$ cat config.mk
export PLATFORM = sky130hd
export DESIGN_NAME = cbf_seq
export DESIGN_NICKNAME = d
export VERILOG_FILES = /design/src/hw/rtl/cbf_pkg.sv /design/src/hw/rtl/cbf_seq.sv
export SDC_FILE = /design/constraint.sdc
export NUM_CORES = 1
export LEC_CHECK = 0
export BUFFER_PORTS_ARGS = -buffer_cell sky130_fd_sc_hd__buf_4
export CAP_MARGIN = 10
export CORE_UTILIZATION = 30
export CTS_CLUSTER_SIZE = 16
export DETAILED_ROUTE_END_ITERATION = 10
export MAX_ROUTING_LAYER = met4
export PLACE_DENSITY = 0.62
export SLEW_MARGIN = 10
export SYNTH_ARGS = -nofsm -noshare
export SYNTH_HDL_FRONTEND = slang
export SYNTH_SLANG_ARGS = --single-unit
$ cat constraint.sdc
create_clock -name clk_i -period 14.45 [get_ports clk_i]
set_input_delay 0.7225 -clock clk_i [delete_from_list [all_inputs] [get_ports clk_i]]
set_output_delay 0.7225 -clock clk_i [all_outputs]
set_load 0.05 [all_outputs]
$ cat src/hw/rtl/cbf_pkg.sv
// ----------------------------------------------------------------------------
// Cubic Bezier flattener package
// Shared widths, stage counts and payload types of the curve flattener.
// ----------------------------------------------------------------------------
package cbf_pkg;

  localparam int unsigned StepsDef = 20;
  localparam int unsigned StepsMax = 63;

  localparam int unsigned CoordW = 16;
  localparam int unsigned IdxW   = $clog2(StepsMax + 1);
  localparam int unsigned SqW    = 2 * IdxW;
  localparam int unsigned WgtW   = $clog2(StepsMax * StepsMax * StepsMax + 1);
  localparam int unsigned ProdW  = WgtW + 1 + CoordW;
  localparam int unsigned DivW   = 34;
  localparam int unsigned HalfW  = DivW / 2;
  localparam int unsigned RecW   = 31;
  localparam int unsigned PartW  = HalfW + RecW;
  localparam int unsigned QW     = CoordW + 1;
  localparam int unsigned DvsW   = $clog2(2 * StepsMax * StepsMax * StepsMax + 1);

  localparam int unsigned CoordStg = 8;
  localparam int unsigned NumStg   = CoordStg + 2;

  typedef struct packed {
    logic signed [CoordW-1:0] start_x;
    logic signed [CoordW-1:0] start_y;
    logic signed [CoordW-1:0] end_x;
    logic signed [CoordW-1:0] end_y;
    logic signed [CoordW-1:0] ctrl_a_x;
    logic signed [CoordW-1:0] ctrl_a_y;
    logic signed [CoordW-1:0] ctrl_b_x;
    logic signed [CoordW-1:0] ctrl_b_y;
  } cbf_in_t;

  typedef struct packed {
    logic signed [CoordW-1:0] seg_from_x;
    logic signed [CoordW-1:0] seg_from_y;
    logic signed [CoordW-1:0] seg_to_x;
    logic signed [CoordW-1:0] seg_to_y;
    logic                     last_segment;
  } cbf_out_t;

  typedef struct packed {
    logic [IdxW-1:0] idx;
    logic            first;
    logic            last;
  } cbf_iss_t;

  typedef struct packed {
    logic [WgtW-1:0] w0;
    logic [WgtW-1:0] w1;
    logic [WgtW-1:0] w2;
    logic [WgtW-1:0] w3;
  } cbf_wgt_t;

endpackage

$ cat src/hw/rtl/cbf_seq.sv
// ----------------------------------------------------------------------------
// Curve sequencer
// Holds one curve and issues its step indices, one per cycle unless stalled.
// ----------------------------------------------------------------------------
module cbf_seq #(
  parameter int unsigned STEPS = cbf_pkg::StepsDef
) (
  input  logic             clk_i,
  input  logic             rst_ni,
  input  logic             in_valid_i,
  output logic             in_ready_o,
  input  cbf_pkg::cbf_in_t in_data_i,
  output logic             iss_valid_o,
  input  logic             iss_ready_i,
  output cbf_pkg::cbf_iss_t iss_o,
  output cbf_pkg::cbf_in_t cur_o
);
  import cbf_pkg::*;

  logic            busy_q, busy_d;
  logic [IdxW-1:0] idx_q, idx_d;
  cbf_in_t         cur_q;
  logic            at_end;
  logic            in_xfer;

  assign at_end     = (idx_q == IdxW'(STEPS));
  assign in_ready_o = !busy_q || (at_end && iss_ready_i);
  assign in_xfer    = in_valid_i && in_ready_o;

  always_comb begin
    busy_d = busy_q;
    idx_d  = idx_q;
    if (in_xfer) begin
      busy_d = 1'b1;
      idx_d  = '0;
    end else if (busy_q && iss_ready_i) begin
      if (at_end) begin
        busy_d = 1'b0;
      end else begin
        idx_d = idx_q + IdxW'(1);
      end
    end
  end

  always_ff @(posedge clk_i or negedge rst_ni) begin
    if (!rst_ni) begin
      busy_q <= 1'b0;
      idx_q  <= '0;
    end else begin
      busy_q <= busy_d;
      idx_q  <= idx_d;
    end
  end

  always_ff @(posedge clk_i) begin
    if (in_xfer) begin
      cur_q <= in_data_i;
    end
  end

  assign iss_valid_o = busy_q;
  assign iss_o.idx   = idx_q;
  assign iss_o.first = (idx_q == '0);
  assign iss_o.last  = at_end;
  assign cur_o       = cur_q;

endmodule

# ---- Word level (Yosys, flattened, before mapping)
# Cells that the tools add are included.
# Widths: inputs -> output; s select.
dict set report totals {
  reg_bits 135
  in_bits 132
  output_inout_bits 138
}
dict set report op_classes {
  add_sub_neg 1
  eq_ne 2
  n_mux 6
  reduce_logical 10
}
# op count
set op_table {}
lappend op_table {{$mux 6} 3}
lappend op_table {{$add 6x1->6 const B} 1}
lappend op_table {{$eq 6x5->1 const B} 1}
lappend op_table {{$logic_not 6->1} 1}
lappend op_table {{$reduce_and 2->1} 2}
lappend op_table {{$reduce_bool 2->1} 2}
lappend op_table {{$logic_and 1x1->1} 3}
lappend op_table {{$mux 1} 3}
lappend op_table {{$ne 2x1->1 const B} 1}
lappend op_table {{$logic_not 1->1} 1}
lappend op_table {{$logic_or 1x1->1} 1}

# ---- Depth between registers and ports, before layout
dict set report logic_depth {
  ltp_word 6
  depth_mapped 6
  ltp_nobuf 5
}

# ---- Worst setup path before layout
# No wires, ideal clock.
dict set report synth_timing {
  path_kind {reg-to-reg}
  start {register idx_q[0]}
  end {register cur_q (netlist bit cur_o[0]) (enable)}
  setup_time_ns 0.617
  t_arrival_ns 6.668
  path_slack_ns 7.165
  path_stages_with_launch 7
  n_path_buf 1
  synth_period_minus_slack_ns 7.285
  cell_sequence {dfrtp_1 inv_1 ha_1 nor4bb_1 buf_2 a31oi_1 nor2_1}
}
dict set report synth_via {
  elab_chain_cells 4
}
# item line_no
set synth_rtl {}
lappend synth_rtl {{start: declaration} cbf_seq.sv:21} ;# logic [IdxW-1:0] idx_q, idx_d;
lappend synth_rtl {{start signal: assignment} cbf_seq.sv:51} ;# idx_q <= idx_d;
lappend synth_rtl {{$eq 6x5->1} cbf_seq.sv:26} ;# assign at_end = (idx_q == IdxW'(STEPS));
lappend synth_rtl {{$logic_and 1x1->1} cbf_seq.sv:27} ;# assign in_ready_o = !busy_q || (at_end && iss_ready_i);
lappend synth_rtl {{$logic_or 1x1->1} cbf_seq.sv:27}
lappend synth_rtl {{$logic_and 1x1->1} cbf_seq.sv:28} ;# assign in_xfer = in_valid_i && in_ready_o;
lappend synth_rtl {{end signal: assignment} cbf_seq.sv:57} ;# cur_q <= in_data_i;
lappend synth_rtl {{end: declaration} cbf_seq.sv:22} ;# cbf_in_t cur_q;
# Every way passes these cells.
# A chain may end at the register's enable or synchronous reset.

# ---- Final worst setup path
dict set report layout_timing {
  start {register idx_q[0]}
  end {output in_ready_o}
}
dict set report layout_via {
  elab_chain_cells 3
}
# item line_no
set layout_rtl {}
lappend layout_rtl {{$eq 6x5->1} cbf_seq.sv:26}
lappend layout_rtl {{$logic_and 1x1->1} cbf_seq.sv:27}
lappend layout_rtl {{$logic_or 1x1->1} cbf_seq.sv:27}
lappend layout_rtl {{end: declaration} cbf_seq.sv:11} ;# output logic in_ready_o,
# Every way passes these cells.

==> flow_metrics.py <==
metrics = {
    "outcome": {
        "status": "completed",
    },
    "clocking": {
        "postCtsSetupBuffers": 0,
        "clockRootBuffer": "clkbuf_16",
        "clk_pin_slew_ps": 60,
        "cts_max_path_buffers": 2,
        "cts_made_buffers": 17,
        "hold_buffers": 0,
        "cts_tree": "done",
        "clock_latency_ps": 410,
        "htreeDepth": 4,
        "clkSinkCount": 135,
        "cts_resized": 0,
    },
    "placement": {
        "gp_congestion": 0.850,
        "placedCellCount": 627,
        "post_dp_cell_area_sq_mm": 0.00657,
        "hpwl_mm": 8.09,
        "io_buffers": 269,
    },
    "detailed_routing": {
        "avgRoutedWirePerCell_um": 16.8,
        "first_pass_iters": 4,
        "viasPerCell": 4.22,
        "drtIter0Drc": 174,
        "drcViolationCount": 0,
        "drtAntennaViolNets": 0,
        "vias": 2775,
        "wirelength_mm": 11.0,
    },
    "logic_synthesis": {
        "synth_top_cells_by_area": "edfxtp_1, dfrtp_1, ha_1",
        "synth-seq-area-share_pct": 92.9,
        "yosys.area.top_type_share_pct": 88.9,
        "synth_flop_cell": "edfxtp_1",
        "ys_ff_latch": 135,
        "syn_inst": 180,
        "synth_most_common_cell": "edfxtp_1",
        "ys_warn_count": 0,
        "syn_area_sq_mm": 0.00433,
        "synth_largest_area_cell": "edfxtp_1",
        "synthTopCellsByCount": "edfxtp_1, dfrtp_1, inv_1",
        "async_reset_ff_share_pct": 5.19,
        "synth_edf_count": 128,
        "synth.distinct_cells": 31,
        "synth_nets": 314,
        "synth.avg_cell_area_sq_um": 24.0,
    },
    "setup_path": {
        "timing.rr.end": "cur_o[51]",
        "critical_path_buf_inv_count": 3,
        "crit_top_cell": "inv_1",
        "required_ps": 13730,
        "cp_slowest_cell": "nor4bb_1",
        "cp_slowest_stage_delay_ps": 920,
        "critical_path_arrival_ps": 2660,
        "critPathKind": "reg -> out",
        "cp-end-kind": "primary output",
        "crit_fanout": 8,
        "critical-path-top-delay-family": "simple AND/OR/NAND/NOR gates",
        "rr_worst_depth": 6,
        "crit-reg2reg-launch": "idx_q[0]",
        "rrSetupSlack_ps": 11150,
        "crit_chain": "inv_1 > ha_1 > nor4bb_1 > a31oi_1 > inv_1 > buf_4",
        "cp-start-kind": "register",
    },
    "final_layout": {
        "fin_cells": 658,
        "layout-drive-gt1-share_pct": 64.4,
        "postLayoutCellArea_sq_mm": 0.00725,
        "final_nets": 600,
        "diodes": 0,
        "area_delta_synth_final_pct": 67.7,
    },
    "power": {
        "p_leak_nw": 3.01,
        "ir_drop_v": 0.0000982,
        "cellPowerDensity_mw_per_mm2": 181,
    },
    "run": {
        "maxCapViolCount": 0,
    },
    "floorplanning": {
        "coreArea_sq_mm": 0.0140,
        "die_w_um": 122,
        "io-pin-count": 270,
        "initial_core_util_pct": 30.9,
        "die_y_um": 122,
        "dieArea_sq_mm": 0.0149,
        "placementRows": 43,
    },
    "timing": {
        "worst_pin_slew_ps": 1170,
        "fmax_mhz": 295,
        "fin_crit_sh_pct": 23.4,
        "rsz0062_at_grt": "false",
        "hold-worst-slack_ps": 117,
        "relSlewSlack_pct": 21.1,
        "setup_viol": 0,
        "fin_skew_ps": 7.18,
        "min_period_ps": 3390,
        "fin_tns_setup_ps": 0,
        "drv_slew": 0,
        "finalHoldViolations": 0,
    },
    "min_path": {
        "min_path_type": "in -> async",
    },
    "global_routing": {
        "grt_max_degree": 78,
        "antenna_found_initial": 0,
        "grt_overflow": 0,
        "grt_pass1_vias": 2676,
        "grt_pass1_wl_mm": 14.7,
        "grt_usage_pct": 14.3,
    },
}
report_power, final:
part	switching, mW	internal (mW)	total (mW)	leakage [nW]
Sequential	0.0257	0.483	0.509	1.24
Combinational	0.207	0.0947	0.302	1.45
Clock	0.159	0.340	0.499	0.322
layout make-up:
cell class | count | area (sq um)
inverter | 5 | 18.8
sequential | 135 | 4020
timing repair buffer | 271 | 2030
clock inverter | 13 | 251
tap | 180 | 225
multi-input combinational | 36 | 275
fill | 1163 | 6740
clock buffer | 18 | 429
worst max path at each step:
stage | startpoint | to | slack (ps) | depth (start not counted)
3_3_place_gp | idx_q[0] | cur_o[124] | 11320 | 6
3_5_place_dp | idx_q[0] | cur_o[18] | 11230 | 6
6_report | idx_q[0] | in_ready_o | 11060 | 6
2_1_floorplan | idx_q[0] | cur_o[0] | 7170 | 6
5_1_grt | idx_q[0] | cur_o[124] | 10840 | 6
4_1_cts | idx_q[0] | in_ready_o | 11090 | 6
flip-flops by register name (all words and copies together), names as in the netlist:
signal       flops
cur_o          128
idx_q            6
iss_valid_o      1
layout by cell type, fill, tap and decap left out, types with 2 or more instances in the layout:
| cell | netlist | layout |
|---|---|---|
| clkinv_2 | 0 | 2 |
| dfrtp_1 | 7 | 7 |
| clkbuf_16 | 0 | 17 |
| edfxtp_1 | 128 | 128 |
| nand4b_1 | 2 | 2 |
| a211o_2 | 2 | 2 |
| nand2_1 | 2 | 2 |
| buf_4 | 1 | 271 |
| ha_1 | 2 | 2 |
| clkinvlp_4 | 0 | 3 |
| and3b_1 | 2 | 2 |
| inv_1 | 5 | 5 |
| nand3_1 | 3 | 3 |
| a21oi_1 | 4 | 4 |
| bufinv_16 | 0 | 7 |
stage by stage:
step	power (mW)	setup slack, ps	util, %
final	1.31	11060	51.9
after global routing	1.35	10840	51.9
after CTS	1.32	11090	51.9
after detailed placement	0.820	11230	47.0
after global placement	0.816	11320	47.0
after floorplan	0.719	7170	-
cell families after synthesis:
family / Yosys count / share of synthesized area (%)
simple gates: 20 / 3.04
mux: 1 / 0.347
buf+inv: 9 / 0.897
compound gates: 13 / 2.23
fa+ha+maj: 2 / 0.578
flops: 135 / 92.9
worst register-to-register path, cell delays in order (launching register included):
cell and delay [ps]:
dfrtp_1 440, inv_1 80, ha_1 170, nor4bb_1 920
a31oi_1 340, nor2_4 160, buf_4 760
per-layer routing:
| metal | part of all wire (%) | up-vias | track usage [%] |
|---|---|---|---|
| met5 | 0 | - | - |
| met4 | 1.9 | 0 | 6.86 |
| met3 | 8.2 | 20 | 4.49 |
| met2 | 53 | 148 | 23.7 |
| met1 | 37 | 1316 | 15.6 |
| li1 | - | 1291 | - |
Note: power is estimated with default switching activity, not from simulation.
