### config.mk
export PLATFORM = sky130hd
export DESIGN_NAME = cbf_coord
export DESIGN_NICKNAME = d
export VERILOG_FILES = /design/src/hw/rtl/cbf_pkg.sv /design/src/hw/rtl/cbf_coord.sv
export SDC_FILE = /design/constraint.sdc
export NUM_CORES = 2
export LEC_CHECK = 0
export BUFFER_PORTS_ARGS = -buffer_cell sky130_fd_sc_hd__buf_2
export CAP_MARGIN = 20
export CORE_MARGIN = 2
export CORE_UTILIZATION = 50
export CTS_CLUSTER_SIZE = 10
export DETAILED_ROUTE_END_ITERATION = 12
export PLACE_DENSITY_LB_ADDON = 0.25
export RECOVER_POWER = 50
export SYNTH_ARGS = -nofsm -noshare
export SYNTH_HDL_FRONTEND = slang
export SYNTH_SLANG_ARGS = --single-unit
### constraint.sdc
create_clock -name clk_i -period 7.9 [get_ports clk_i]
set_input_delay 0 -clock clk_i [delete_from_list [all_inputs] [get_ports clk_i]]
set_output_delay 0 -clock clk_i [all_outputs]
set_load 0.02 [all_outputs]
### src/hw/rtl/cbf_pkg.sv
// ----------------------------------------------------------------------------
// Cubic Bezier flattener package
// Shared widths, stage counts and payload types of the curve flattener.
// ----------------------------------------------------------------------------
package cbf_pkg;

  localparam int unsigned StepsDef = 20;
  localparam int unsigned StepsMax = 63;

  localparam int unsigned CoordW = 16;
  localparam int unsigned IdxW   = $clog2(StepsMax + 1);
  localparam int unsigned SqW    = 2 * IdxW;
  localparam int unsigned WgtW   = $clog2(StepsMax * StepsMax * StepsMax + 1);
  localparam int unsigned ProdW  = WgtW + 1 + CoordW;
  localparam int unsigned DivW   = 34;
  localparam int unsigned HalfW  = DivW / 2;
  localparam int unsigned RecW   = 31;
  localparam int unsigned PartW  = HalfW + RecW;
  localparam int unsigned QW     = CoordW + 1;
  localparam int unsigned DvsW   = $clog2(2 * StepsMax * StepsMax * StepsMax + 1);

  localparam int unsigned CoordStg = 8;
  localparam int unsigned NumStg   = CoordStg + 2;

  typedef struct packed {
    logic signed [CoordW-1:0] start_x;
    logic signed [CoordW-1:0] start_y;
    logic signed [CoordW-1:0] end_x;
    logic signed [CoordW-1:0] end_y;
    logic signed [CoordW-1:0] ctrl_a_x;
    logic signed [CoordW-1:0] ctrl_a_y;
    logic signed [CoordW-1:0] ctrl_b_x;
    logic signed [CoordW-1:0] ctrl_b_y;
  } cbf_in_t;

  typedef struct packed {
    logic signed [CoordW-1:0] seg_from_x;
    logic signed [CoordW-1:0] seg_from_y;
    logic signed [CoordW-1:0] seg_to_x;
    logic signed [CoordW-1:0] seg_to_y;
    logic                     last_segment;
  } cbf_out_t;

  typedef struct packed {
    logic [IdxW-1:0] idx;
    logic            first;
    logic            last;
  } cbf_iss_t;

  typedef struct packed {
    logic [WgtW-1:0] w0;
    logic [WgtW-1:0] w1;
    logic [WgtW-1:0] w2;
    logic [WgtW-1:0] w3;
  } cbf_wgt_t;

endpackage

### src/hw/rtl/cbf_coord.sv
// ----------------------------------------------------------------------------
// Coordinate pipeline
// Weighted sum of one coordinate and rounded division by the cube of STEPS.
// ----------------------------------------------------------------------------
module cbf_coord #(
  parameter int unsigned STEPS = cbf_pkg::StepsDef
) (
  input  logic                              clk_i,
  input  logic [cbf_pkg::CoordStg-1:0]      ld_i,
  input  cbf_pkg::cbf_wgt_t                 wgt_i,
  input  logic signed [cbf_pkg::CoordW-1:0] p0_i,
  input  logic signed [cbf_pkg::CoordW-1:0] c1_i,
  input  logic signed [cbf_pkg::CoordW-1:0] c2_i,
  input  logic signed [cbf_pkg::CoordW-1:0] p3_i,
  output logic signed [cbf_pkg::CoordW-1:0] pt_o
);
  import cbf_pkg::*;

  localparam logic [63:0]     DenL  = 64'(STEPS) * 64'(STEPS) * 64'(STEPS);
  localparam logic [DivW-1:0] Den   = DivW'(DenL);
  localparam logic [DvsW-1:0] Dvs   = DvsW'(64'd2 * DenL);
  localparam logic [RecW-1:0] Recip = RecW'((64'd1 << DivW) / (64'd2 * DenL));

  logic signed [ProdW-1:0] m0_q, m1_q, m2_q, m3_q;
  logic signed [ProdW-1:0] s01_q, s23_q, num_q;
  logic        [ProdW-1:0] mag;
  logic                    neg6_q, neg7_q, neg8_q, neg9_q;
  logic        [DivW-1:0]  x6_q, x7_q, x8_q, x9_q;
  logic        [PartW-1:0] phi_q, plo_q;
  logic [PartW+HalfW-1:0]  tot;
  logic        [QW-1:0]    qe_q, qe9_q;
  logic [QW+DvsW-1:0]      prod_full;
  logic        [DivW-1:0]  prod_q, rem;
  logic        [QW-1:0]    q, qs;
  logic signed [CoordW-1:0] pt_q;

  always_ff @(posedge clk_i) begin
    if (ld_i[0]) begin
      m0_q <= $signed({1'b0, wgt_i.w0}) * p0_i;
      m1_q <= $signed({1'b0, wgt_i.w1}) * c1_i;
      m2_q <= $signed({1'b0, wgt_i.w2}) * c2_i;
      m3_q <= $signed({1'b0, wgt_i.w3}) * p3_i;
    end
    if (ld_i[1]) begin
      s01_q <= m0_q + m1_q;
      s23_q <= m2_q + m3_q;
    end
    if (ld_i[2]) begin
      num_q <= s01_q + s23_q;
    end
  end

  assign mag = num_q[ProdW-1] ? ProdW'(-num_q) : ProdW'(num_q);

  always_ff @(posedge clk_i) begin
    if (ld_i[3]) begin
      neg6_q <= num_q[ProdW-1];
      x6_q   <= {mag[DivW-2:0], 1'b0} + Den;
    end
    if (ld_i[4]) begin
      phi_q  <= x6_q[DivW-1:HalfW] * Recip;
      plo_q  <= x6_q[HalfW-1:0] * Recip;
      x7_q   <= x6_q;
      neg7_q <= neg6_q;
    end
  end

  assign tot = {phi_q, HalfW'(0)} + {HalfW'(0), plo_q};

  always_ff @(posedge clk_i) begin
    if (ld_i[5]) begin
      qe_q   <= tot[DivW +: QW];
      x8_q   <= x7_q;
      neg8_q <= neg7_q;
    end
  end

  assign prod_full = qe_q * Dvs;

  always_ff @(posedge clk_i) begin
    if (ld_i[6]) begin
      prod_q <= DivW'(prod_full);
      qe9_q  <= qe_q;
      x9_q   <= x8_q;
      neg9_q <= neg8_q;
    end
  end

  assign rem = x9_q - prod_q;
  assign q   = qe9_q + QW'(rem >= DivW'(Dvs));
  assign qs  = neg9_q ? (QW'(0) - q) : q;

  always_ff @(posedge clk_i) begin
    if (ld_i[7]) begin
      pt_q <= qs[CoordW-1:0];
    end
  end

  assign pt_o = pt_q;

endmodule

Yosys cells after proc, flatten, opt, wreduce, memory -nomap -nowiden
Cells that the tools add are included.
{"block": "totals", "regBits": 530, "in_bits": 145, "wordCells": 40}
{"block": "op_classes", "add_sub_neg": 9, "multipliers": 7, "n_lt_le_gt_ge": 1, "muxes": 2}
{"operator": "multiplier 19 x 16 -> 35 bit", "n": 4}
{"operator": "adder 35 bit", "n": 3}
{"operator": "adder 51 x 38 -> 51 bit", "n": 1}
{"operator": "multiplier 17 x 21 -> 38 bit, second input constant", "n": 1}
{"operator": "adder 34 x 13 -> 34 bit, second input constant", "n": 1}
{"operator": "greater-or-equal comparator 34 x 14 -> 1 bit, second input constant", "n": 1}
{"operator": "multiplier 17 x 21 -> 34 bit, second input constant", "n": 1}
{"operator": "subtractor 34 x 31 -> 34 bit", "n": 1}
{"operator": "two-way mux 33 bit", "n": 1}
{"operator": "negation 33 bit", "n": 1}
{"operator": "multiplier 17 x 7 -> 24 bit, second input constant", "n": 1}
{"operator": "adder 16 x 1 -> 16 bit", "n": 1}
{"operator": "two-way mux 16 bit", "n": 1}
{"operator": "subtractor 1 x 16 -> 16 bit, first input constant", "n": 1}

Depth between registers and ports, before layout
{"block": "logic_depth", "ltp_word": 5, "ltp_mapped": 27, "depth_no_buf": 26}

Worst setup path after synthesis
Ideal clock, no wire load.
{"block": "synth_path", "path_kind": "input-to-reg", "startpoint": "input p0_i[7] (netlist bit)", "endpoint": "register m0_q[34] (data pin)", "setup_time_ps": 268, "t_arrival_ps": 6161, "required_ps": 7632, "path_slack_ps": 1471, "path_stages": 26, "n_path_buf": 2, "cell_sequence": "clkbuf_1 clkbuf_1 nand2_1 fa_1 inv_1 fa_1 inv_1 fa_1 inv_1 fa_1 fa_1 inv_1 fa_1 inv_1 ha_1 and4_1 and2_1 o2111ai_1 o211ai_1 a21o_1 o221a_2 a41o_1 o41a_1 a41o_1 o41ai_1 xnor2_1"}
{"block": "synth_between", "elab_chain_cells": 1}
{"item": "from (decl)", "line": "cbf_coord.sv:11", "text": "input logic signed [cbf_pkg::CoordW-1:0] p0_i,"}
{"item": "multiplier 19 x 16 -> 35 bit", "line": "cbf_coord.sv:39", "text": "m0_q <= $signed({1'b0, wgt_i.w0}) * p0_i;"}
{"item": "to (signal assigned)", "line": "cbf_coord.sv:39"}
{"item": "to (decl)", "line": "cbf_coord.sv:24", "text": "logic signed [ProdW-1:0] m0_q, m1_q, m2_q, m3_q;"}
Every way passes these cells.
A chain may end at the register's enable or synchronous reset.

Worst setup path in the final report
{"block": "layout_path", "startpoint": "input wgt_i[18] (netlist bit)", "endpoint": "register m2_q[34] (data pin)"}
{"block": "layout_between", "elab_chain_cells": 1}
{"item": "from (decl)", "line": "cbf_coord.sv:10", "text": "input cbf_pkg::cbf_wgt_t wgt_i,"}
{"item": "multiplier 19 x 16 -> 35 bit", "line": "cbf_coord.sv:41", "text": "m2_q <= $signed({1'b0, wgt_i.w2}) * c2_i;"}
{"item": "to (signal assigned)", "line": "cbf_coord.sv:41"}
{"item": "to (decl)", "line": "cbf_coord.sv:24"}
Every way passes these cells.

==> results.toml <==
[min_path]
hold_depth = 3
hold_start = "p3_i[0]"
hp-class = "in2reg"

[critical_path]
r2r_cells = 19
cp-start-kind = "input pin"
crit_slowest_cell = "clkbuf_1"
rrSetupSlack_ns = 1.37
crit_type = "in2reg"
crit_family = "adder cells"
crit_top_cell = "fa_1"
worstPathArrival_ns = 6.99
path_buf_inv = 3
end_kind = "flop"
crit_chain = "dlygate4sd3_1, clkbuf_1, nand2b_1, fa_1, fa_1, fa_1, fa_1, fa_1, fa_1, inv_1, ha_1, nand3_1, or2_2, or3_1, o21ba_2, o211ai_1, a41oi_1, o21ai_0, a41oi_1, o21bai_1, xnor2_1"
cp_slowest_stage_delay_ns = 0.60
critical_path.startpoint = "wgt_i[18]"
worstPathRequired_ns = 8.26
cp_num_cells = 21
worstPathMaxFanout = 16
r2r-start = "x6_q[23]"

[placement]
place_hpwl_um = 137000
place.gp.congestion = 0.933
portBuffers = 160

[cts]
cts_tree = "yes"
root_buffer = "clkbuf_16"
clk_pin_slew_ns = 0.06
clockBufferDepth = 3
cts_made_buffers = 59
clock_sinks = 486
clock_latency_ns = 0.62
cts_setup_buffers = 0
htreeDepth = 2
cts_resized = 0

[sta]
grt_setup_unrepaired = "false"
max_freq_mhz = 151
slew_headroom_pct = -253
finalHoldViolCount = 0
maxSlewViolCount = 392
min_period_over_period_pct = 83.9
setup_violations = 0
worstMarginPinSlew_ns = 5.29
skew_ns = 0.0228
tns_ns = 0
period_needed_ns = 6.63

[floorplanning]
fp-row-count = 140
die_area_mm2 = 0.150
top_level_ports = 161
die_h_um = 388
initial_core_util_pct = 50.5
core-area_mm2 = 0.146
fp.dieW_um = 388

[routing]
vias_per_cell = 5.35
drtAntennaViolNets = 0
num_vias = 50656
drt-wirelength-per-cell_um = 17.7
drc = 0
drtPass1Iterations = 6
drt_iter0_markers = 2807
totalWireLength_um = 168000

[synth]
synth_edf_count = 486
synthCells = 7464
yosysTopAreaCell = "fa_1"
yosys.cell_types.count = 87
synth_top_flop_cell = "edfxtp_1"
syn_avg_cell_area_um2 = 9.87
synthTopCellsByCount = "1,628 x inv_1, 1,075 x fa_1, 1,012 x ha_1, 685 x nand2_1, 548 x and2_1"
synthArstFlopShare_pct = 0
yosys_warnings = 0
synth_nets = 9696
synthesis.area_mm2 = 0.0737
yosysTopAreaCellShare_pct = 29.2
yosysSeqAreaShare_pct = 19.8
ys_ff_latch = 486
synthTopCellsByArea = "fa_1 29%, edfxtp_1 20%, ha_1 17%"
synth_most_common_cell = "inv_1"

[grt]
grt_max_degree = 96
grt.total_usage_pct = 23.0
grt_remaining_overflow = 0
first_global_vias = 54197
grt_antenna_before_repair = 1
grt_pass1_wl_um = 279000

[job]
maxCapViolations = 7

[final_layout]
nets = 9763
drive_gt1_share_pct = 3.46
syn2layout_area_growth_pct = 5.86

[run_status]
violations = "max-capacitance violations, max-slew violations"
outcome = "complete, but fails checks"
[final cells by class]
class	count	area [um^2]
fill	13135	67900
multi-input combinational	5178	52300
sequential	486	14600
inverter	1630	6120
tap	1917	2400
clock buffer	66	1550
timing repair buffer	176	903
clock inverter	17	130
antenna	1	2.50
[metrics by stage]
step	cells	hold slack [ns]	worst slack [ns]	instance area, um^2	util [%]
after floorplan	7464	0.112	1.47	73700	-
after global placement	9377	0.312	1.24	76300	52.3
after detailed placement	9377	0.307	1.06	76300	52.3
after CTS	9470	0.0711	1.38	78000	53.5
after global routing	9471	0.147	0.984	78000	53.5
final	9471	0.130	1.27	78000	53.5
[registers in the layout (all words and copies together), names as in the netlist, 16 cells and up]
name,count
pt_o,16
plo_q,21
x7_q,25
num_q,34
x9_q,27
qe_q,17
x6_q,33
phi_q,34
x8_q,27
qe9_q,16
s23_q,35
m3_q,35
s01_q,35
m0_q,35
prod_q,22
m1_q,35
m2_q,35
[path summary, 6_finish.rpt]
kind / to
worst max-delay path: m2_q[34]
worst min-delay path: m3_q[1]
worst max register to register: phi_q[30]
worst min register to register: x8_q[15]
[layout by cell type (no fill, tap or decap), types with 33 or more instances in the layout]
master / count
inv_1: 1628
fa_1: 1075
ha_1: 1012
nand2_1: 685
and2_1: 545
edfxtp_1: 486
xnor2_1: 286
a21oi_1: 278
nor2_1: 253
o21ai_0: 156
buf_2: 135
a21o_1: 115
xor2_1: 92
nand2b_1: 61
nand3_1: 61
clkbuf_16: 61
nor3_1: 58
o21a_1: 55
o21bai_1: 53
nor2b_1: 38
and3_1: 33
clkbuf_1: 33
[logic make-up (layout without fill, tap and decap cells)]
family                     Yosys count  after routing  share of synthesized area, %
and+or+nand+nor                   1841           1841                          12.4
xor gates and xnor gates           378            378                          4.49
buffers and inverters             1800           1889                          9.20
adders and majority gates         2087           2087                          46.4
other                                0              1                             0
AOI/OAI and AO/OA                  866            866                          7.62
DFF                                486            486                          19.8
muxes                                6              6                        0.0883
[what timing repair did]
| action | in CTS | in global routing |
|---|---|---|
| hold buffers | 10 | 0 |
| hold endpoints to repair | 49 | 0 |
| setup endpoints to repair | 0 | 0 |
[worst register-to-register path: cells and delay by family, from the launching register on]
| kind | cells | cell delay (ns) |
|---|---|---|
| AOI/OAI and AO/OA | 7 | 2.58 |
| xor gates and xnor gates | 1 | 0.10 |
| adders and majority gates | 7 | 2.69 |
| buffers and inverters | 4 | 0.34 |
| DFF | 1 | 0.58 |
[routing by layer]
metal / track usage (%) / wire (um) / up-vias
li1: - / - / 23815
met1: 29.3 / 70700 / 25372
met2: 40.9 / 84300 / 1190
met3: 2.40 / 7060 / 279
met4: 7.24 / 5680 / 0
met5: 0 / 0 / -
Power is not shown: default switching activity piles up to over one toggle a cycle in this logic, so the estimate is an artifact.
