==> src/hw/rtl/cbf_pkg.sv <==
// ----------------------------------------------------------------------------
// Cubic Bezier flattener package
// Shared widths, stage counts and payload types of the curve flattener.
// ----------------------------------------------------------------------------
package cbf_pkg;

  localparam int unsigned StepsDef = 20;
  localparam int unsigned StepsMax = 63;

  localparam int unsigned CoordW = 16;
  localparam int unsigned IdxW   = $clog2(StepsMax + 1);
  localparam int unsigned SqW    = 2 * IdxW;
  localparam int unsigned WgtW   = $clog2(StepsMax * StepsMax * StepsMax + 1);
  localparam int unsigned ProdW  = WgtW + 1 + CoordW;
  localparam int unsigned DivW   = 34;
  localparam int unsigned HalfW  = DivW / 2;
  localparam int unsigned RecW   = 31;
  localparam int unsigned PartW  = HalfW + RecW;
  localparam int unsigned QW     = CoordW + 1;
  localparam int unsigned DvsW   = $clog2(2 * StepsMax * StepsMax * StepsMax + 1);

  localparam int unsigned CoordStg = 8;
  localparam int unsigned NumStg   = CoordStg + 2;

  typedef struct packed {
    logic signed [CoordW-1:0] start_x;
    logic signed [CoordW-1:0] start_y;
    logic signed [CoordW-1:0] end_x;
    logic signed [CoordW-1:0] end_y;
    logic signed [CoordW-1:0] ctrl_a_x;
    logic signed [CoordW-1:0] ctrl_a_y;
    logic signed [CoordW-1:0] ctrl_b_x;
    logic signed [CoordW-1:0] ctrl_b_y;
  } cbf_in_t;

  typedef struct packed {
    logic signed [CoordW-1:0] seg_from_x;
    logic signed [CoordW-1:0] seg_from_y;
    logic signed [CoordW-1:0] seg_to_x;
    logic signed [CoordW-1:0] seg_to_y;
    logic                     last_segment;
  } cbf_out_t;

  typedef struct packed {
    logic [IdxW-1:0] idx;
    logic            first;
    logic            last;
  } cbf_iss_t;

  typedef struct packed {
    logic [WgtW-1:0] w0;
    logic [WgtW-1:0] w1;
    logic [WgtW-1:0] w2;
    logic [WgtW-1:0] w3;
  } cbf_wgt_t;

endpackage

==> src/hw/rtl/cbf_wgt.sv <==
// ----------------------------------------------------------------------------
// Bernstein weight stages
// Two pipeline stages that turn a step index into the four cubic weights.
// ----------------------------------------------------------------------------
module cbf_wgt #(
  parameter int unsigned STEPS = cbf_pkg::StepsDef
) (
  input  logic                     clk_i,
  input  logic [1:0]               ld_i,
  input  logic [cbf_pkg::IdxW-1:0] idx_i,
  output cbf_pkg::cbf_wgt_t        wgt_o
);
  import cbf_pkg::*;

  logic [IdxW-1:0] u_q, i_q;
  logic [SqW-1:0]  u2_q, i2_q;
  logic [IdxW-1:0] u_d;
  logic [WgtW-1:0] u2i, ui2;
  cbf_wgt_t        wgt_d, wgt_q;

  assign u_d = IdxW'(STEPS) - idx_i;

  always_ff @(posedge clk_i) begin
    if (ld_i[0]) begin
      u_q  <= u_d;
      i_q  <= idx_i;
      u2_q <= u_d * u_d;
      i2_q <= idx_i * idx_i;
    end
  end

  assign u2i = u2_q * i_q;
  assign ui2 = i2_q * u_q;

  always_comb begin
    wgt_d.w0 = u2_q * u_q;
    wgt_d.w1 = WgtW'({u2i, 1'b0} + {1'b0, u2i});
    wgt_d.w2 = WgtW'({ui2, 1'b0} + {1'b0, ui2});
    wgt_d.w3 = i2_q * i_q;
  end

  always_ff @(posedge clk_i) begin
    if (ld_i[1]) begin
      wgt_q <= wgt_d;
    end
  end

  assign wgt_o = wgt_q;

endmodule

==> config.mk <==
export PLATFORM = sky130hd
export DESIGN_NAME = cbf_wgt
export DESIGN_NICKNAME = d
export VERILOG_FILES = /design/src/hw/rtl/cbf_pkg.sv /design/src/hw/rtl/cbf_wgt.sv
export SDC_FILE = /design/constraint.sdc
export NUM_CORES = 1
export LEC_CHECK = 0
export BUFFER_PORTS_ARGS = -buffer_cell sky130_fd_sc_hd__buf_2
export CAP_MARGIN = 0
export CORE_ASPECT_RATIO = 1.5
export CORE_MARGIN = 1.5
export CORE_UTILIZATION = 50
export CTS_BUF_LIST = sky130_fd_sc_hd__clkbuf_4 sky130_fd_sc_hd__clkbuf_8 sky130_fd_sc_hd__clkbuf_16
export CTS_CLUSTER_SIZE = 10
export DETAILED_ROUTE_END_ITERATION = 8
export GPL_TIMING_DRIVEN = 0
export PLACE_DENSITY = 0.68
export REMOVE_ABC_BUFFERS = 1
export SYNTH_ARGS = -nofsm -noshare
export SYNTH_HDL_FRONTEND = slang
export SYNTH_SLANG_ARGS = --single-unit
==> constraint.sdc <==
create_clock -name clk_i -period 9 [get_ports clk_i]
set_input_delay 1.35 -clock clk_i [delete_from_list [all_inputs] [get_ports clk_i]]
set_output_delay 1.35 -clock clk_i [all_outputs]
set_load 0.05 [all_outputs]
# == Yosys cells after proc, flatten, opt, wreduce, memory -nomap -nowiden ==
# Index checks and enable logic that the tools add are counted.
# word_totals
reg_bits,108
latch_bits,0
mem_bits_rw,0
rom_bits,0
input_bits,9
output_inout_bits,72
wordCells,17
mem_count,0
# op_classes
add_sub_neg,3
multipliers,6
div_mod_pow,0
n_lt_le_gt_ge,0
n_eq_ne,0
n_shift,0
muxes,0
bitwise_logic,0
n_reduce_logical,0
# op_table
operator,count
$mul A12 B6 Y18,4
$add A18 B18 Y18,2
$mul A6 B6 Y12,2
$sub A5 B6 Y6 const A,1

# == Longest topological paths before layout ==
# Gate-level depths: netlist (run 1).
# depth
depth_word,2
depth_mapped,24

# == Least setup slack after synthesis (run 1) ==
# Ideal clock, no wire load.
# synth_path
path_kind,reg-to-reg
from,reg u_q[0] (netlist name)
to,"reg wgt_q, in the netlist wgt_o[52] (data pin)"
setup_ns,0.258
t_arrival_ns,5.212
required_time_ns,8.742
setup_slack_ns,3.531
stages_incl_launch_ff,22
path_buffers,2
synth_period_minus_slack_ns,5.469
path_cell_list,edfxtp_1 clkbuf_1 clkbuf_1 nand2_1 fa_1 fa_1 fa_1 inv_1 ha_1 a211oi_1 o21bai_1 a21oi_1 xnor2_1 ha_1 nand3_1 nand2_1 a41o_1 o41ai_1 o21ai_1 a21o_1 a21oi_1 xnor2_1
# synth_rtl
element,line_no,rtl
end signal: assignment,cbf_wgt.sv:44,wgt_q <= wgt_d;
end: declaration,cbf_wgt.sv:19,"cbf_wgt_t wgt_d, wgt_q;"

==> run_results.csv, run 1 <==
group,metric,value,unit
status,status,"complete, no violations",
cells_and_area,fill_cells,2389,
min_path,hold_path.startpoint,"u2_q[11]",
cells_and_area,fin_util,0.5450,
setup_path,cpPeakStageDelay,1.04,ns
cts,postCtsSetupRepairBufs,0,
cells_and_area,drive_gt1_frac,0.08014,
place,dp_hpwl,19.67,mm
floorplanning,num_rows,73,
setup_path,worst-path-max-fanout,32,
cts,cts-buffers-inserted,9,
place,globalplace.congestion,0.8221,
yosys,ys_ff_latch,99,
cts,clockRootBuffer,"clkbuf_16",
yosys,syn-cell-area,0.01354,mm^2
floorplanning,die_area,0.02809,mm^2
cts,ctsResizeCount,0,
global_routing,track_usage,0.1923,
cts,clk_pin_slew,0.07,ns
global_routing,grt_pass1_vias,9482,
setup_path,arrival,6.30,ns
cts,cts_tree,"built",
floorplanning,start_util,0.5094,
sta,hold_violations,0,
setup_path,worst-setup-path-type,"flip-flop to flip-flop",
routing,viasPerCell,5.224,
setup_path,reg2reg_slack,2.83,ns
setup_path,crit_slowest_cell,"edfxtp_1",
cts,ctsHtreeMaxLevel,3,
run,cap_violations,0,
min_path,holdPathStages,3,
yosys,synth_ff_type,"edfxtp_1",
min_path,min_path_type,"flip-flop to flip-flop",
sta,slew_headroom,0.3009,
routing,drt-wirelength-per-cell,13.80,um
sta,skew,0.006726,ns
sta,tightest_slew,1.049,ns
cells_and_area,fin_nets,1772,
routing,drc_errors,0,
yosys,synth.area.top_cells,"fa_1 25%, edfxtp_1 22%, ha_1 15%",
setup_path,r2r-start,"u_q[0]",
sta,setup_tns,0,ns
cts,postCtsHoldBufs,0,
floorplanning,core_area,0.02658,mm^2
routing,first_iter_violations,268,
routing,vias,9257,
routing,drt_pass1_iterations,4,
sta,rsz0062_at_grt,"false",
sta,finalCritPeriodShare,0.6851,
sta,setup_violations,0,
cts,clk_path_buf_depth,2,
cells_and_area,syn_to_final_growth,6.996,%
floorplanning,ios,81,
sta,fin_crit,6.166,ns
setup_path,end_kind,"flip-flop",
setup_path,cp-start-kind,"flip-flop",
routing,ant_nets,0,
yosys,yosys_warnings,0,
global_routing,grt-ovfl-total,0,
min_path,worstHoldEndpoint,"wgt_o[71]",
setup_path,crit_chain,"nand2_1 > fa_1 > fa_1 > fa_1 > inv_1 > ha_1 > a211oi_1 > o21bai_1 > a21oi_1 > xnor2_1 > ha_1 > nand3_1 > nand2_1 > a41o_1 > o41ai_1 > o21ai_1 > a21o_1 > a21oi_1 > xnor2_1",
setup_path,r2r_cells,19,
cells_and_area,final_common_cell,"inv_1",
yosys,synth_edf_count,99,
yosys,avgSynthCellArea,9.825,um^2
cts,cts.sink_count,99,
yosys,synth_seq_area_share,0.2196,
yosys,netlist_instances,1378,
yosys,synth_top_area_cell,"fa_1",
setup_path,r2r_end,"wgt_o[52]",
yosys,netlist.area_leader.share,0.2514,
global_routing,grt_max_degree,70,
setup_path,crit_path_frequent_cell,"fa_1",
yosys,synth_cell_types,58,
sta,maxSlewViolCount,0,
sta,clock.fmax,0.1622,GHz
global_routing,grt_pass1_wl,42.80,mm
floorplanning,die_w,137.4,um
routing,drt-total-wl,24.46,mm
cells_and_area,final_cell_mix,"245 x inv_1, 170 x fa_1, 163 x ha_1",
setup_path,critPathRequiredTime,9.13,ns
cts,clkLatencyLatePin,0.38,ns
cells_and_area,antenna_cells,0,
yosys,async_reset_ff_frac,0,
place,numPortBuffers,80,
floorplanning,die_h,204.5,um
global_routing,antenna_found_initial,0,
==> logic make-up (layout without fill, tap and decap cells) <==
| group | after synthesis | in the layout | share of synthesized area |
|---|---|---|---|
| XOR/XNOR | 109 | 109 | 0.07217 |
| adder cells (fa/ha/maj) | 333 | 333 | 0.4020 |
| AND/OR/NAND/NOR | 364 | 364 | 0.1347 |
| buffers and inverters | 294 | 341 | 0.08234 |
| flip-flops | 99 | 99 | 0.2196 |
| other | 2 | 12 | 0.0005547 |
| multiplexers | 2 | 2 | 0.001571 |
| AO/OA/AOI/OAI | 175 | 175 | 0.08705 |
==> worst max-delay path, delay by kind of cell, from the launching register on <==
family                   cells  cell delay, ns
AO/OA/AOI/OAI                8            1.90
XOR/XNOR                     2            0.25
buffers and inverters        1            0.04
AND/OR/NAND/NOR              3            0.42
flip-flops                   1            1.04
adder cells (fa/ha/maj)      5            2.24
==> state kept, by name, indices dropped and copies added (netlist names) <==
register / cells
i2_q: 9
u2_q: 10
u_q: 6
wgt_o: 69
i_q: 5
==> per-stage QoR <==
step | instances | setup slack [ns] | hold slack [ns] | cell area, um^2
after floorplan | 1339 | 3.647 | 0.8887 | 13380
after global placement | 1756 | 2.898 | 1.145 | 14200
after detailed placement | 1756 | 2.809 | 1.148 | 14210
after CTS | 1772 | 2.791 | 1.157 | 14490
after global routing | 1772 | 2.435 | 1.210 | 14490
final | 1772 | 2.834 | 1.146 | 14490
==> Yosys cell counts, drive strengths merged, types with 2 or more instances <==
cell type / instances
a2111oi: 3
a211oi: 6
a21o: 19
a21oi: 58
a221oi: 2
a31o: 2
a31oi: 7
and2: 130
and3: 2
buf: 3
clkbuf: 46
conb: 2
edfxtp: 99
fa: 170
ha: 163
inv: 245
nand2: 130
nand2b: 4
nand3: 7
nand4: 2
nor2: 47
nor2b: 16
nor3: 18
nor4b: 2
o21a: 10
o21ai: 31
o21bai: 21
o31a: 4
o31ai: 3
o41ai: 2
or3: 3
xnor2: 75
xor2: 34
==> cell type report <==
cell class | count | area (um^2) | share of cell area
Clock inverter | 5 | 40.04 | 0.002764
Sequential cell | 99 | 2973 | 0.2052
Inverter | 245 | 919.6 | 0.06348
Clock buffer | 11 | 240.2 | 0.01658
Timing Repair Buffer | 80 | 402.9 | 0.02781
Multi-Input combinational cell | 995 | 9489 | 0.6550
Tap cell | 337 | 421.7 | 0.02911
==> layer usage <==
layer / global-route usage / wire length [um] / vias up
li1: - / - / 4490
met2: 0.3489 / 12940 / 135
met4: 0.07068 / 744 / 0
met5: 0 / 0 / -
met3: 0.03390 / 731 / 51
met1: 0.2238 / 10040 / 4581
==> worst max-delay path by stage <==
stage,start,to,slack [ns],depth (start not counted)
final,u_q[0],wgt_o[52],2.83,19
after global routing,u_q[0],wgt_o[52],2.43,19
after CTS,u_q[0],wgt_o[52],2.79,19
after detailed placement,u_q[0],wgt_o[52],2.81,19
after global placement,u_q[0],wgt_o[52],2.90,19
after floorplan,u_q[0],wgt_o[52],3.65,19
Power of run 1 is not shown: default switching activity piles up to over one toggle a cycle in this logic, so the estimate is an artifact.
==> run 2, diff against run 1 <==
--- a/config.mk
+++ b/config.mk
@@ -5,6 +5,7 @@
 export SDC_FILE = /design/constraint.sdc
 export NUM_CORES = 1
 export LEC_CHECK = 0
+export ABC_AREA = 1
 export BUFFER_PORTS_ARGS = -buffer_cell sky130_fd_sc_hd__buf_2
 export CAP_MARGIN = 0
 export CORE_ASPECT_RATIO = 1.5
@@ -14,7 +15,7 @@
 export CTS_CLUSTER_SIZE = 10
 export DETAILED_ROUTE_END_ITERATION = 8
 export GPL_TIMING_DRIVEN = 0
-export PLACE_DENSITY = 0.68
+export PLACE_DENSITY = 0.67
 export REMOVE_ABC_BUFFERS = 1
 export SYNTH_ARGS = -nofsm -noshare
 export SYNTH_HDL_FRONTEND = slang
==> constraint.sdc (replaced) <==
create_clock -name clk_i -period 5.7 [get_ports clk_i]
set_input_delay 0.855 -clock clk_i [delete_from_list [all_inputs] [get_ports clk_i]]
set_output_delay 0.855 -clock clk_i [all_outputs]
set_load 0.05 [all_outputs]
==> run_results.csv, run 2 <==
group,metric,value,unit
status,status,"complete, no violations",
cts,clkLatencyLatePin,0.37,ns
cells_and_area,fill_cells,2740,
sta,setup_tns,0,ns
setup_path,worst-path-buf-inv,3,
routing,vias,11150,
cells_and_area,register_area,0.002973,mm^2
yosys,synth.area.top_cells,"fa_1 23%, edfxtp_1 20%, ha_1 14%",
place,place_inst,2250,
cts,cts_tree,"built",
yosys,avgSynthCellArea,8.038,um^2
cells_and_area,multi_input_area,0.009806,mm^2
routing,drt-wirelength-per-cell,12.74,um
cts,postCtsSetupRepairBufs,0,
sta,skew,0.007856,ns
place,globalplace.congestion,0.8653,
cells_and_area,final_cell_mix,"500 x nand2_1, 448 x inv_1, 170 x fa_1",
cells_and_area,antenna_cells,0,
sta,setup_violations,0,
cts,cts.sink_count,99,
setup_path,crit_chain,"nand2_1 > inv_1 > fa_1 > fa_1 > inv_1 > fa_1 > inv_1 > ha_1 > nand2_1 > nand3_2 > a21oi_1 > xnor2_1 > ha_1 > nand2_1 > nor2_1 > nand3_1 > o2111ai_1 > nand3_1 > nand2_2 > nand2_1 > nand3_1 > nand2_1",
floorplanning,core_area,0.02872,mm^2
cts,ctsResizeCount,0,
run,cap_violations,0,
yosys,synth_edf_count,99,
yosys,netlist_instances,1819,
yosys,synth_cell_types,37,
setup_path,arrival,5.36,ns
yosys,syn-cell-area,0.01462,mm^2
cells_and_area,fin_nets,2221,
setup_path,critPathRequiredTime,5.82,ns
cts,cts-buffers-inserted,9,
floorplanning,num_rows,76,
yosys,synth_seq_area_share,0.2033,
sta,tightest_slew,0.9146,ns
global_routing,antenna_found_initial,0,
cts,clk_pin_slew,0.07,ns
setup_path,crit_path_frequent_cell,"nand2_1",
setup_path,cp-start-kind,"flip-flop",
routing,drt_pass1_iterations,4,
floorplanning,die_area,0.03030,mm^2
cts,clk_path_buf_depth,2,
routing,first_iter_violations,446,
sta,hold_violations,0,
routing,viasPerCell,4.904,
floorplanning,ios,81,
yosys,netlist.area_leader.share,0.2328,
global_routing,grt_pass1_wl,49.51,mm
floorplanning,start_util,0.5091,
setup_path,worst-path-max-fanout,20,
yosys,ys_ff_latch,99,
place,numPortBuffers,80,
yosys,async_reset_ff_frac,0,
place,dp_hpwl,23.43,mm
floorplanning,die_w,142.6,um
yosys,yosys_warnings,0,
sta,rsz0062_at_grt,"false",
global_routing,grt_pass1_vias,11440,
sta,finalCritPeriodShare,0.9183,
min_path,min_path_type,"flip-flop to flip-flop",
cts,ctsHtreeMaxLevel,3,
yosys,synth_top_area_cell,"fa_1",
cells_and_area,final_common_cell,"nand2_1",
setup_path,cpPeakStageDelay,0.89,ns
sta,fin_crit,5.235,ns
setup_path,end_kind,"flip-flop",
floorplanning,die_h,212.4,um
sta,clock.fmax,0.1910,GHz
routing,drc_errors,0,
cells_and_area,largest_register_ffs,69,
setup_path,crit_family,"adder cells",
cells_and_area,drive_gt1_frac,0.07909,
cts,clockRootBuffer,"clkbuf_16",
yosys,synth_commonest_cells,"500 x nand2_1, 448 x inv_1, 170 x fa_1, 163 x ha_1, 99 x edfxtp_1",
sta,maxSlewViolCount,0,
setup_path,worst-setup-path-type,"flip-flop to flip-flop",
routing,ant_nets,0,
global_routing,grt-ovfl-total,0,
setup_path,crit_slowest_cell,"edfxtp_1",
cells_and_area,syn_to_final_growth,7.685,%
yosys,synth.most_common_cell,"nand2_1",
global_routing,grt_max_degree,70,
global_routing,track_usage,0.2024,
cells_and_area,layout.cells.non_filler,2274,
routing,drt-total-wl,28.97,mm
cts,postCtsHoldBufs,0,
sta,slew_headroom,0.3902,
yosys,synth_ff_type,"edfxtp_1",
==> run 2: area by class of cell <==
type / instances / area share
clock inverter: 6 / 0.004212
timing repair buffer: 88 / 0.03155
sequential: 99 / 0.1888
multi-input combinational: 1233 / 0.6228
inverter: 448 / 0.1068
clock buffer: 10 / 0.01478
tap: 390 / 0.03099
==> run 2: through the flow <==
step / hold WS [ns] / utilization / setup slack (ns) / instance area, um^2
2_1_floorplan: 0.9113 / - / 0.8770 / 14460
3_3_place_gp: 1.070 / 0.5345 / 0.1471 / 15350
3_5_place_dp: 1.082 / 0.5346 / 0.06853 / 15350
4_1_cts: 0.7722 / 0.5450 / 0.03560 / 15650
5_1_grt: 0.7941 / 0.5482 / 0.01325 / 15740
6_report: 0.7642 / 0.5482 / 0.4654 / 15740
==> run 2: kinds of logic after synthesis <==
logic type,Yosys count,synth area share
fa+ha+maj,333,0.3723
buf+inv,497,0.1285
other cells,2,0.0005137
xor+xnor,86,0.05306
compound gates,122,0.04681
simple gates,680,0.1955
flops,99,0.2033
==> run 2: path summary, 6_finish.rpt <==
check               from        end  slack [ns]  cells past startpoint
setup / recovery  u_q[4]  wgt_o[35]        0.47                     22
hold reg to reg   u_q[0]  wgt_o[54]        0.76                      1
hold / removal    u_q[0]  wgt_o[54]        0.76                      1
setup reg to reg  u_q[4]  wgt_o[35]        0.47                     22
==> run 2: routing by layer <==
layer  vias up  GRT usage  wire length, um
met1      5298     0.2288            12010
met2       186     0.3838            15430
met3        38    0.01892              848
met4         0    0.08532              688
li1       5630          -                -
met5         -          0                0
Power of run 2 is left out for the same reason.
==> run 3, diff against run 2 <==
--- a/config.mk
+++ b/config.mk
@@ -8,7 +8,6 @@
 export ABC_AREA = 1
 export BUFFER_PORTS_ARGS = -buffer_cell sky130_fd_sc_hd__buf_2
 export CAP_MARGIN = 0
-export CORE_ASPECT_RATIO = 1.5
 export CORE_MARGIN = 1.5
 export CORE_UTILIZATION = 50
 export CTS_BUF_LIST = sky130_fd_sc_hd__clkbuf_4 sky130_fd_sc_hd__clkbuf_8 sky130_fd_sc_hd__clkbuf_16
==> run_results.csv, run 3 (synthesized netlist as in run 2, its figures left out) <==
group,metric,value,unit
sta,fin_crit,5.358,ns
floorplanning,die_area,0.03028,mm^2
cells_and_area,finish.instance_area,0.01570,mm^2
status,status,"complete, no violations",
cells_and_area,final_common_cell,"nand2_1",
floorplanning,ios,81,
run,cap_violations,0,
cts,clk_pin_slew,0.08,ns
routing,drc_errors,0,
floorplanning,start_util,0.5080,
setup_path,r2r-start,"i_q[1]",
global_routing,grt_pass1_wl,49.34,mm
routing,viasPerCell,4.885,
global_routing,grt_max_degree,70,
global_routing,antenna_found_initial,0,
place,dp_hpwl,23.16,mm
sta,maxSlewViolCount,0,
setup_path,worst-path-max-fanout,20,
place,numPortBuffers,80,
sta,skew,0.01792,ns
cells_and_area,layout.cells.non_filler,2265,
cells_and_area,fin_util,0.5454,
routing,ant_nets,0,
sta,hold_violations,0,
floorplanning,num_rows,62,
global_routing,grt-ovfl-total,0,
cells_and_area,final_cell_mix,"500 x nand2_1, 448 x inv_1, 170 x fa_1",
cts,clkLatencyLatePin,0.38,ns
floorplanning,die_h,174,um
setup_path,crit_start,"i_q[1]",
cts,cts-buffers-inserted,9,
min_path,holdPathStages,1,
setup_path,arrival,5.49,ns
global_routing,grt_pass1_vias,10740,
min_path,hold_path.startpoint,"idx_i[5]",
cts,cts.sink_count,99,
setup_path,critPathRequiredTime,5.84,ns
place,place_inst,2244,
place,placed_area,0.01534,mm^2
cts,clk_path_buf_depth,2,
cts,ctsHtreeMaxLevel,3,
global_routing,track_usage,0.1980,
cells_and_area,largest_register_ffs,69,
cells_and_area,antenna_cells,0,
setup_path,reg2reg_slack,0.34,ns
setup_path,r2r_end,"wgt_o[52]",
setup_path,r2r_cells,24,
sta,slew_headroom,0.3911,
routing,vias,11060,
setup_path,worst-setup-path-type,"flip-flop to flip-flop",
routing,first_iter_violations,671,
cells_and_area,drive_gt1_frac,0.07762,
cells_and_area,fin_nets,2219,
cells_and_area,syn_to_final_growth,7.360,%
sta,setup_violations,0,
cts,cts_tree,"built",
sta,tightest_slew,0.9133,ns
routing,drt-wirelength-per-cell,12.82,um
floorplanning,die_w,174,um
sta,clock.fmax,0.1866,GHz
floorplanning,core_area,0.02878,mm^2
min_path,min_path_type,"input port to flip-flop",
sta,rsz0062_at_grt,"true",
routing,drt_pass1_iterations,5,
setup_path,cp-start-kind,"flip-flop",
sta,hold_slack,0.7738,ns
sta,finalCritPeriodShare,0.9401,
min_path,worstHoldEndpoint,"i_q[5]",
cts,clockRootBuffer,"clkbuf_16",
routing,drt-total-wl,29.05,mm
place,globalplace.congestion,0.8700,
setup_path,end_kind,"flip-flop",
==> run 3: repair_timing <==
item	4_1_cts	5_1_grt
hold buffers	0	0
gates resized for setup	0	0
setup endpoints to repair	4	7
setup buffers	1	5
gates cloned	0	0
==> run 3: how the worst max path moves through the flow <==
stage | end | slack (ns) | cells past startpoint
detailed placement | wgt_o[53] | -0.01 | 21
floorplan | wgt_o[52] | 0.88 | 24
CTS | wgt_o[52] | 0.17 | 22
global route | wgt_o[52] | -0.01 | 24
finish | wgt_o[52] | 0.34 | 24
global placement | wgt_o[34] | 0.01 | 24
==> run 3: stage by stage <==
step           setup slack (ns)  TNS [ns]
3_5_place_dp           -0.01093  -0.01913
5_1_grt                -0.01151  -0.01151
4_1_cts                  0.1675         0
2_1_floorplan            0.8770         0
3_3_place_gp            0.01020         0
6_report                 0.3416         0
==> run 3: cell type report <==
type                    count  area, um^2
repair buffers             86       473.0
clock inverters             6       57.56
flip-flops and latches     99        2973
clock buffers               9       225.2
well taps                 384       480.5
inverters                 448        1682
multi-input cells        1233        9806
fillers                  2738       13080
==> run 3: worst max-delay path, cell delays in order, from the launching register on <==
cell and delay, ns:
edfxtp_1 0.92, nand2_1 0.17, fa_1 0.56, inv_1 0.06, fa_1 0.47, inv_1 0.05, fa_1 0.52, inv_1 0.04
ha_1 0.35, nand2_1 0.16, inv_1 0.05, nand2_1 0.07, nand2_1 0.06, a21oi_1 0.14, xnor2_1 0.13, ha_1 0.39
nand2_1 0.10, nor2_1 0.17, nand3_1 0.13, o2111ai_1 0.16, nand3_1 0.12, nand2_1 0.10, nand2_1 0.07, nand3_1 0.06
nand2_1 0.05
==> run 3: per-layer routing <==
metal  wire length [um]  GRT usage  vias to the layer above
met5                  0          0                        -
met4                395    0.04993                        0
met3               1159    0.02318                       28
met2              13160     0.3245                      213
met1              14340     0.2798                     5195
li1                   -          -                     5628
Power of run 3 is left out for the same reason.
